==> config.mk <==
export PLATFORM = sky130hd
export DESIGN_NAME = peer_table_with_aging_core
export DESIGN_NICKNAME = d
export VERILOG_FILES = /design/src/ptwa_pkg.sv /design/src/peer_table_with_aging_core.sv
export SDC_FILE = /design/constraint.sdc
export NUM_CORES = 2
export LEC_CHECK = 0
export ABC_AREA = 1
export BUFFER_PORTS_ARGS = -buffer_cell sky130_fd_sc_hd__buf_2
export CAP_MARGIN = 20
export CORE_UTILIZATION = 62
export CTS_BUF_LIST = sky130_fd_sc_hd__clkbuf_2
export DETAILED_ROUTE_END_ITERATION = 6
export GPL_ROUTABILITY_DRIVEN = 1
export HOLD_SLACK_MARGIN = 0.12
export PLACE_DENSITY = 0.79
export SKIP_CTS_REPAIR_TIMING = 1
export SYNTH_ARGS = -nofsm -noshare
export SYNTH_HDL_FRONTEND = slang
export SYNTH_SLANG_ARGS = --single-unit
==> constraint.sdc <==
create_clock -name clk -period 26.6 [get_ports clk]
set_input_delay 6.65 -clock clk [delete_from_list [all_inputs] [get_ports clk]]
set_output_delay 6.65 -clock clk [all_outputs]
set_load 0.02 [all_outputs]
==> src/ptwa_pkg.sv <==
// shared types and codes for the peer table with aging
`timescale 1ns / 1ps

package ptwa_pkg;

  // field widths
  localparam int ADDR_W   = 48;
  localparam int TIME_W   = 32;
  localparam int CAPS_W   = 16;
  localparam int INDEX_W  = 4;
  localparam int ACTION_W = 2;
  localparam int STATUS_W = 3;
  localparam int TOTAL_W  = 5;

  // stream payload widths, padded to whole bytes
  localparam int IN_TDATA_W  = 136;
  localparam int OUT_TDATA_W = 120;

  // request kinds
  localparam logic [ACTION_W-1:0] ACT_UPSERT = 2'd0;
  localparam logic [ACTION_W-1:0] ACT_PRUNE  = 2'd1;
  localparam logic [ACTION_W-1:0] ACT_FIND   = 2'd2;
  localparam logic [ACTION_W-1:0] ACT_GET    = 2'd3;

  // result status codes
  localparam logic [STATUS_W-1:0] ST_UPDATED  = 3'd0;
  localparam logic [STATUS_W-1:0] ST_INSERTED = 3'd1;
  localparam logic [STATUS_W-1:0] ST_FULL     = 3'd2;
  localparam logic [STATUS_W-1:0] ST_FOUND    = 3'd3;
  localparam logic [STATUS_W-1:0] ST_MISSING  = 3'd4;
  localparam logic [STATUS_W-1:0] ST_REMOVED  = 3'd5;
  localparam logic [STATUS_W-1:0] ST_DONE     = 3'd6;

  // stale limit after reset
  localparam logic [TIME_W-1:0] STALE_RESET = 32'd5000;

  // one table slot
  typedef struct packed {
    logic [CAPS_W-1:0] caps;
    logic [TIME_W-1:0] seen;
    logic [ADDR_W-1:0] addr;
  } entry_t;

endpackage

==> src/peer_table_with_aging_core.sv <==
// peer table with aging: sequencer, slot memory and removed-entry queue
// upsert and find scan the stored peers and stop early on a match; an upsert miss inserts
//   a new peer; get reads one slot by index; prune checks each slot and moves the last peer
//   into a freed slot; each request then sweeps the capability mask and emits the closing result
// one transaction at a time: a new request is taken only in idle, after the last result is taken
// reset: synchronous active low; table empty, stale limit 5000, slot contents left as they are
`timescale 1ns / 1ps

module peer_table_with_aging_core #(
  parameter int ENTRIES = 16
) (
  input  logic                                 clk,
  input  logic                                 rst_n,
  // in_tdata: peer_address, seen_time, capability_mask, now_time, entry_index, zero pad
  input  logic                                 in_tvalid,
  output logic                                 in_tready,
  input  logic [ptwa_pkg::IN_TDATA_W-1:0]      in_tdata,
  // in_tuser: action
  input  logic [ptwa_pkg::ACTION_W-1:0]        in_tuser,
  // out_tdata: out_address, out_seen_time, out_capabilities, peer_total,
  //   combined_capabilities, zero pad
  output logic                                 out_tvalid,
  input  logic                                 out_tready,
  output logic [ptwa_pkg::OUT_TDATA_W-1:0]     out_tdata,
  // out_tuser: status
  output logic [ptwa_pkg::STATUS_W-1:0]        out_tuser,
  output logic                                 out_tlast,
  // stale limit write channel
  input  logic                                 cfg_valid,
  output logic                                 cfg_ready,
  input  logic [ptwa_pkg::TIME_W-1:0]          cfg_data
);

  localparam int AW = (ENTRIES > 1) ? $clog2(ENTRIES) : 1;
  localparam int CW = $clog2(ENTRIES + 1);

  // sequencer states
  localparam logic [3:0] S_IDLE    = 4'd0;
  localparam logic [3:0] S_SCAN    = 4'd1;
  localparam logic [3:0] S_GET_RD  = 4'd2;
  localparam logic [3:0] S_GET_LD  = 4'd3;
  localparam logic [3:0] S_PR_RD   = 4'd4;
  localparam logic [3:0] S_PR_CHK  = 4'd5;
  localparam logic [3:0] S_PR_MV   = 4'd6;
  localparam logic [3:0] S_OR      = 4'd7;
  localparam logic [3:0] S_EM_RD   = 4'd8;
  localparam logic [3:0] S_EM_LD   = 4'd9;
  localparam logic [3:0] S_EM_WAIT = 4'd10;
  localparam logic [3:0] S_FIN     = 4'd11;

  logic [3:0] state_r, state_nxt;

  // latched request
  logic [ptwa_pkg::ACTION_W-1:0] act_r, act_nxt;
  logic [ptwa_pkg::ADDR_W-1:0]   addr_r, addr_nxt;
  logic [ptwa_pkg::TIME_W-1:0]   seen_r, seen_nxt;
  logic [ptwa_pkg::CAPS_W-1:0]   caps_r, caps_nxt;
  logic [ptwa_pkg::TIME_W-1:0]   now_r, now_nxt;
  logic [ptwa_pkg::INDEX_W-1:0]  idx_r, idx_nxt;

  // table control
  logic [ptwa_pkg::TIME_W-1:0] stale_r, stale_nxt;
  logic [CW-1:0]               occ_r, occ_nxt;
  logic [CW-1:0]               scan_i_r, scan_i_nxt;
  logic                        pend_r, pend_nxt;
  logic [AW-1:0]               pidx_r, pidx_nxt;
  logic [CW-1:0]               rq_cnt_r, rq_cnt_nxt;
  logic [ptwa_pkg::CAPS_W-1:0] comb_r, comb_nxt;

  // final result of the transaction
  logic [ptwa_pkg::STATUS_W-1:0] res_status_r, res_status_nxt;
  ptwa_pkg::entry_t              res_entry_r, res_entry_nxt;

  // output register
  logic                          out_valid_r, out_valid_nxt;
  logic [ptwa_pkg::STATUS_W-1:0] out_status_r, out_status_nxt;
  ptwa_pkg::entry_t              out_entry_r, out_entry_nxt;
  logic                          out_last_r, out_last_nxt;

  // slot memory and removed-entry queue
  ptwa_pkg::entry_t slot_mem [ENTRIES];
  ptwa_pkg::entry_t rq_mem   [ENTRIES];
  ptwa_pkg::entry_t rd_data_r;
  ptwa_pkg::entry_t rq_rd_r;

  logic             mem_we;
  logic [AW-1:0]    mem_waddr;
  ptwa_pkg::entry_t mem_wdata;
  logic [AW-1:0]    mem_raddr;
  logic             rq_we;
  logic [AW-1:0]    rq_waddr;
  logic [AW-1:0]    rq_raddr;

  // shared compare and subtract unit
  logic [ptwa_pkg::TIME_W-1:0] age;
  logic                        stale_hit;
  logic                        addr_hit;
  logic                        get_ok;
  logic [CW-1:0]               last_slot;
  logic [CW+4:0]               total_w;

  assign age       = now_r - rd_data_r.seen;
  assign stale_hit = age > stale_r;
  assign addr_hit  = pend_r && (rd_data_r.addr == addr_r);
  assign get_ok    = {{CW{1'b0}}, idx_r} < {4'b0000, occ_r};
  assign last_slot = occ_r - CW'(1);
  assign total_w   = {5'b00000, occ_r};

  // handshake and payload ports
  assign in_tready  = (state_r == S_IDLE);
  assign cfg_ready  = 1'b1;
  assign out_tvalid = out_valid_r;
  assign out_tuser  = out_status_r;
  assign out_tlast  = out_last_r;
  assign out_tdata  = {3'b000, comb_r, total_w[4:0], out_entry_r.caps,
                       out_entry_r.seen, out_entry_r.addr};

  // sequencer next state
  always_comb begin
    state_nxt      = state_r;
    act_nxt        = act_r;
    addr_nxt       = addr_r;
    seen_nxt       = seen_r;
    caps_nxt       = caps_r;
    now_nxt        = now_r;
    idx_nxt        = idx_r;
    stale_nxt      = stale_r;
    occ_nxt        = occ_r;
    scan_i_nxt     = scan_i_r;
    pend_nxt       = pend_r;
    pidx_nxt       = pidx_r;
    rq_cnt_nxt     = rq_cnt_r;
    comb_nxt       = comb_r;
    res_status_nxt = res_status_r;
    res_entry_nxt  = res_entry_r;
    out_valid_nxt  = out_valid_r;
    out_status_nxt = out_status_r;
    out_entry_nxt  = out_entry_r;
    out_last_nxt   = out_last_r;
    mem_we         = 1'b0;
    mem_waddr      = pidx_r;
    mem_wdata      = rd_data_r;
    mem_raddr      = AW'(scan_i_r);
    rq_we          = 1'b0;
    rq_waddr       = AW'(rq_cnt_r);
    rq_raddr       = AW'(scan_i_r);

    // stale limit write
    if (cfg_valid) begin
      stale_nxt = cfg_data;
    end

    case (state_r)
      S_IDLE: begin
        if (in_tvalid) begin
          act_nxt       = in_tuser;
          addr_nxt      = in_tdata[47:0];
          seen_nxt      = in_tdata[79:48];
          caps_nxt      = in_tdata[95:80];
          now_nxt       = in_tdata[127:96];
          idx_nxt       = in_tdata[131:128];
          scan_i_nxt    = '0;
          pend_nxt      = 1'b0;
          rq_cnt_nxt    = '0;
          comb_nxt      = '0;
          res_entry_nxt = '0;
          case (in_tuser)
            ptwa_pkg::ACT_UPSERT: state_nxt = S_SCAN;
            ptwa_pkg::ACT_FIND:   state_nxt = S_SCAN;
            ptwa_pkg::ACT_PRUNE:  state_nxt = S_PR_RD;
            ptwa_pkg::ACT_GET:    state_nxt = S_GET_RD;
            default:              state_nxt = S_IDLE;
          endcase
        end
      end

      // address search, one read issued per cycle, compare in the cycle after
      S_SCAN: begin
        if (addr_hit) begin
          pend_nxt   = 1'b0;
          scan_i_nxt = '0;
          state_nxt  = S_OR;
          if (act_r == ptwa_pkg::ACT_UPSERT) begin
            mem_we         = 1'b1;
            mem_waddr      = pidx_r;
            mem_wdata      = '{caps: caps_r, seen: seen_r, addr: addr_r};
            res_status_nxt = ptwa_pkg::ST_UPDATED;
          end else begin
            res_status_nxt = ptwa_pkg::ST_FOUND;
            res_entry_nxt  = rd_data_r;
          end
        end else if (scan_i_r == occ_r) begin
          pend_nxt   = 1'b0;
          scan_i_nxt = '0;
          state_nxt  = S_OR;
          if (act_r == ptwa_pkg::ACT_UPSERT) begin
            if (occ_r == CW'(ENTRIES)) begin
              res_status_nxt = ptwa_pkg::ST_FULL;
            end else begin
              mem_we         = 1'b1;
              mem_waddr      = AW'(occ_r);
              mem_wdata      = '{caps: caps_r, seen: seen_r, addr: addr_r};
              occ_nxt        = occ_r + CW'(1);
              res_status_nxt = ptwa_pkg::ST_INSERTED;
            end
          end else begin
            res_status_nxt = ptwa_pkg::ST_MISSING;
          end
        end else begin
          mem_raddr  = AW'(scan_i_r);
          pidx_nxt   = AW'(scan_i_r);
          scan_i_nxt = scan_i_r + CW'(1);
          pend_nxt   = 1'b1;
        end
      end

      // read by index
      S_GET_RD: begin
        mem_raddr = AW'(idx_r);
        state_nxt = S_GET_LD;
      end

      S_GET_LD: begin
        if (get_ok) begin
          res_status_nxt = ptwa_pkg::ST_FOUND;
          res_entry_nxt  = rd_data_r;
        end else begin
          res_status_nxt = ptwa_pkg::ST_MISSING;
        end
        scan_i_nxt = '0;
        pend_nxt   = 1'b0;
        state_nxt  = S_OR;
      end

      // prune walk
      S_PR_RD: begin
        if (scan_i_r == occ_r) begin
          res_status_nxt = ptwa_pkg::ST_DONE;
          scan_i_nxt     = '0;
          pend_nxt       = 1'b0;
          state_nxt      = S_OR;
        end else begin
          mem_raddr = AW'(scan_i_r);
          state_nxt = S_PR_CHK;
        end
      end

      S_PR_CHK: begin
        if (stale_hit) begin
          rq_we      = 1'b1;
          rq_waddr   = AW'(rq_cnt_r);
          rq_cnt_nxt = rq_cnt_r + CW'(1);
          occ_nxt    = last_slot;
          if (last_slot != scan_i_r) begin
            mem_raddr = AW'(last_slot);
            state_nxt = S_PR_MV;
          end else begin
            state_nxt = S_PR_RD;
          end
        end else begin
          scan_i_nxt = scan_i_r + CW'(1);
          state_nxt  = S_PR_RD;
        end
      end

      // last entry fills the freed slot, then the slot is checked again
      S_PR_MV: begin
        mem_we    = 1'b1;
        mem_waddr = AW'(scan_i_r);
        mem_wdata = rd_data_r;
        state_nxt = S_PR_RD;
      end

      // capability mask sweep over the remaining entries
      S_OR: begin
        if (pend_r) begin
          comb_nxt = comb_r | rd_data_r.caps;
        end
        if (scan_i_r == occ_r) begin
          pend_nxt   = 1'b0;
          scan_i_nxt = '0;
          state_nxt  = S_EM_RD;
        end else begin
          mem_raddr  = AW'(scan_i_r);
          scan_i_nxt = scan_i_r + CW'(1);
          pend_nxt   = 1'b1;
        end
      end

      // queued removals first, then the closing result
      S_EM_RD: begin
        if (scan_i_r == rq_cnt_r) begin
          out_valid_nxt  = 1'b1;
          out_status_nxt = res_status_r;
          out_entry_nxt  = res_entry_r;
          out_last_nxt   = 1'b1;
          state_nxt      = S_FIN;
        end else begin
          rq_raddr  = AW'(scan_i_r);
          state_nxt = S_EM_LD;
        end
      end

      S_EM_LD: begin
        out_valid_nxt  = 1'b1;
        out_status_nxt = ptwa_pkg::ST_REMOVED;
        out_entry_nxt  = rq_rd_r;
        out_last_nxt   = 1'b0;
        scan_i_nxt     = scan_i_r + CW'(1);
        state_nxt      = S_EM_WAIT;
      end

      S_EM_WAIT: begin
        if (out_tready) begin
          out_valid_nxt = 1'b0;
          state_nxt     = S_EM_RD;
        end
      end

      S_FIN: begin
        if (out_tready) begin
          out_valid_nxt = 1'b0;
          state_nxt     = S_IDLE;
        end
      end

      default: begin
        state_nxt = S_IDLE;
      end
    endcase
  end

  // control registers
  always_ff @(posedge clk) begin
    if (!rst_n) begin
      state_r     <= S_IDLE;
      stale_r     <= ptwa_pkg::STALE_RESET;
      occ_r       <= '0;
      scan_i_r    <= '0;
      pend_r      <= 1'b0;
      rq_cnt_r    <= '0;
      out_valid_r <= 1'b0;
    end else begin
      state_r     <= state_nxt;
      stale_r     <= stale_nxt;
      occ_r       <= occ_nxt;
      scan_i_r    <= scan_i_nxt;
      pend_r      <= pend_nxt;
      rq_cnt_r    <= rq_cnt_nxt;
      out_valid_r <= out_valid_nxt;
    end
  end

  // payload registers
  always_ff @(posedge clk) begin
    act_r        <= act_nxt;
    addr_r       <= addr_nxt;
    seen_r       <= seen_nxt;
    caps_r       <= caps_nxt;
    now_r        <= now_nxt;
    idx_r        <= idx_nxt;
    pidx_r       <= pidx_nxt;
    comb_r       <= comb_nxt;
    res_status_r <= res_status_nxt;
    res_entry_r  <= res_entry_nxt;
    out_status_r <= out_status_nxt;
    out_entry_r  <= out_entry_nxt;
    out_last_r   <= out_last_nxt;
  end

  // slot memory, registered read
  always_ff @(posedge clk) begin
    if (mem_we) begin
      slot_mem[mem_waddr] <= mem_wdata;
    end
    rd_data_r <= slot_mem[mem_raddr];
  end

  // removed-entry queue, registered read
  always_ff @(posedge clk) begin
    if (rq_we) begin
      rq_mem[rq_waddr] <= rd_data_r;
    end
    rq_rd_r <= rq_mem[rq_raddr];
  end

endmodule

==> results.cfg <==
[timing]
setup-tns-final_ps = 0
maxSlewViolCount = 0
max_freq_mhz = 97.9
fin_crit_ps = 10210
fin_skew_ps = 168
slew_headroom_pct = 10.1
rsz0062_at_grt = false
min_period_over_period_pct = 38.4
tightest_slew_ps = 1350
setup_violations = 0
hold_viol_final = 0

[setup_path]
crit_fanout = 140
critPathSlowestCell = dfxtp_1
crit_path_end_kind = flop
crit_arrival_ps = 12080
r2r_cells = 30
crit-reg2reg-launch = rd_data_r[53]$_DFF_P_
endpoint = rd_data_r[0]$_DFF_P_
path_class = flop to flop
rrSetupSlack_ps = 16390
crit_start = rd_data_r[53]$_DFF_P_
slowest_delay_ps = 900
critPathLaunchType = flop
crit_required_ps = 28470
worst_r2r_endpoint = rd_data_r[0]$_DFF_P_
critPathMostFrequentCell = nand2_1

[die]
die_width_um = 497
core_area_um2 = 243000
io_pins = 302
die_area_um2 = 247000
die_y_um = 497
row_count = 181
start_util_pct = 62.4

[layout]
mostFrequentLayoutCell = edfxtp_1
final_cell_mix = edfxtp_1, nand2_1, nand3_1, clkbuf_2, inv_1
syn2layout_area_growth_pct = 8.06
drive_gt1_share_pct = 14.0
final_util_pct = 67.4
final_area_um2 = 164000
fin_nets = 13800

[global_routing]
grt_max_degree = 236
grt_pass1_vias = 105000
grt_pass1_wl_um = 623000
grt_overflow_total = 0
grt_util_all_layers_pct = 33.7
antenna_found_initial = 23

[placement]
gp_congestion = 0.978
portBuffers = 293
place_area_um2 = 156000
hpwl_um = 233000

[route]
avgViaCountPerCell = 6.17
drc_errors = 0
ant_nets = 0
vias = 108000
wl_per_cell_um = 24.3
first_pass_iters = 6
drt_wl_total_um = 426000
drt_iter0_drc = 15800

[clocking]
cts_tree = built
clock_latency_ps = 2070
clockBufferDepth = 4
ctsRootBufferMaster = clkbuf_2
clk_pin_slew_ps = 100
cts_sinks = 3670
numCtsBuffers = 842
ctsHtreeMaxLevel = 6

[synth]
syn_inst = 13100
synth_edf_count = 3425
synth.top_cell.area_share_pct = 67.8
async_reset_ff_share_pct = 0
synth.avg_cell_area_um2 = 11.6
yosys_warnings = 0
ys.flop_type = edfxtp_1
seq_area_frac_synth_pct = 71.0
synth_area_um2 = 152000
synth.area.top_cells = edfxtp_1, nand3_1, nand2_1, dfxtp_1, inv_1
yosysUniqueCellTypes = 54
synth_top_area_cell = edfxtp_1
ys_ff_latch = 3670

[run_status]
status = finished clean

[pwr]
power_density_nw_per_um2 = 108
finalPower_mw = 17.7
peakVddDrop_v = 0.000123
p_leak_nw = 62.9

[min_path]
hold_depth = 2
hold_class = flop to flop

[flow_run]
drv_cap = 0
synth_stat cells, types with 2 or more instances:
master / instances
a21oi_1: 292
buf_4: 15
xor2_1: 34
o2111ai_1: 3
conb_1: 2
clkbuf_1: 482
nand2_1: 1965
buf_6: 4
nor3b_1: 4
o21ai_0: 858
a211oi_1: 4
o31ai_1: 2
nand3b_1: 226
edfxtp_1: 3425
clkbuf_4: 3
o21a_1: 7
o211ai_1: 121
nor2_2: 2
nand2_2: 4
nor4b_1: 2
a21o_1: 5
dfxtp_1: 245
inv_1: 1235
nand4_1: 23
o21bai_1: 2
buf_1: 57
xnor2_1: 27
o221ai_1: 272
nor2_1: 1216
a31oi_1: 8
nand3_1: 1850
ha_1: 73
a2111oi_0: 2
a221oi_1: 2
a21boi_0: 7
o21ai_1: 10
and2_1: 2
buf_2: 287
or2_2: 16
nor4_1: 9
inv_2: 8
clkinv_1: 7
nor3_1: 25
o22ai_1: 211
routing by layer:
layer / vias to the layer above / global-route usage [%] / part of all wire, %
li1: 47700 / - / -
met1: 51900 / 44.4 / 35
met2: 7472 / 52.1 / 46
met3: 1096 / 7.10 / 13
met4: 4 / 20.1 / 5.6
met5: - / 0 / 0.0066
worst min path at each step:
stage / start / endpoint / slack [ps]
floorplan: scan_i_r[2]$_SDFFE_PN0P_ / pidx_r[2]$_DFFE_PP_ / 410
global placement: stale_r[18]$_SDFFE_PN0P_ / stale_r[18]$_SDFFE_PN0P_ / 450
detailed placement: stale_r[18]$_SDFFE_PN0P_ / stale_r[18]$_SDFFE_PN0P_ / 460
CTS: stale_r[18]$_SDFFE_PN0P_ / stale_r[18]$_SDFFE_PN0P_ / 470
global route: stale_r[19]$_SDFFE_PN0P_ / stale_r[19]$_SDFFE_PN0P_ / 490
finish: stale_r[18]$_SDFFE_PN0P_ / stale_r[18]$_SDFFE_PN0P_ / 480
power by group:
part           internal [mW]  switching [mW]
Combinational           1.53            4.17
Clock                   1.40            2.15
Sequential              7.75           0.725
Total                   10.7            7.05
cell type report:
cell class                      instances  area (um^2)
Fill cell                           16900        79200
Tap cell                             3202         4010
Clock inverter                        214         1090
Sequential cell                      3670       108000
Clock buffer                         1328         6650
Inverter                             1250         4730
Timing Repair Buffer                  538         3680
Antenna cell                           13         32.5
Multi-Input combinational cell       7298        36100
metrics by stage:
stage	setup slack (ps)	hold slack, ps	instances
final	16390	476	17500
after global placement	16890	453	15900
after CTS	16380	474	17500
after detailed placement	16670	456	15900
after floorplan	3960	406	13100
after global routing	15930	492	17500
state kept, by name, indices dropped and copies added, names as in the netlist, 2 cells and up:
name	flops
res_entry_r	96
state_r	4
slot_mem	1536
now_r	32
rq_mem	1536
rq_rd_r	96
act_r	2
seen_r	32
stale_r	32
addr_r	48
rd_data_r	96
occ_r	5
caps_r	16
scan_i_r	5
res_status_r	3
comb_r	16
rq_cnt_r	5
idx_r	4
out_tuser	3
out_tdata	96
pidx_r	4
cell families (layout without fill, tap and decap cells):
logic type	Yosys count	after routing	synth area share, %
AND/OR/NAND/NOR	5347	5347	15.4
flip-flops	3670	3670	71.0
buffers and inverters	2098	3330	5.49
AO/OA/AOI/OAI	1812	1812	7.11
adder cells (fa/ha/maj)	74	74	0.615
XOR/XNOR	61	61	0.352
other	2	17	0.00495
worst max-delay path, delay by kind of cell, from the launching register on:
family	cells	cell delay [ps]
flip-flops	1	900
adder cells (fa/ha/maj)	2	770
buffers and inverters	4	2770
AO/OA/AOI/OAI	6	1540
AND/OR/NAND/NOR	18	3770
Power figures use the tool's default switching activity.
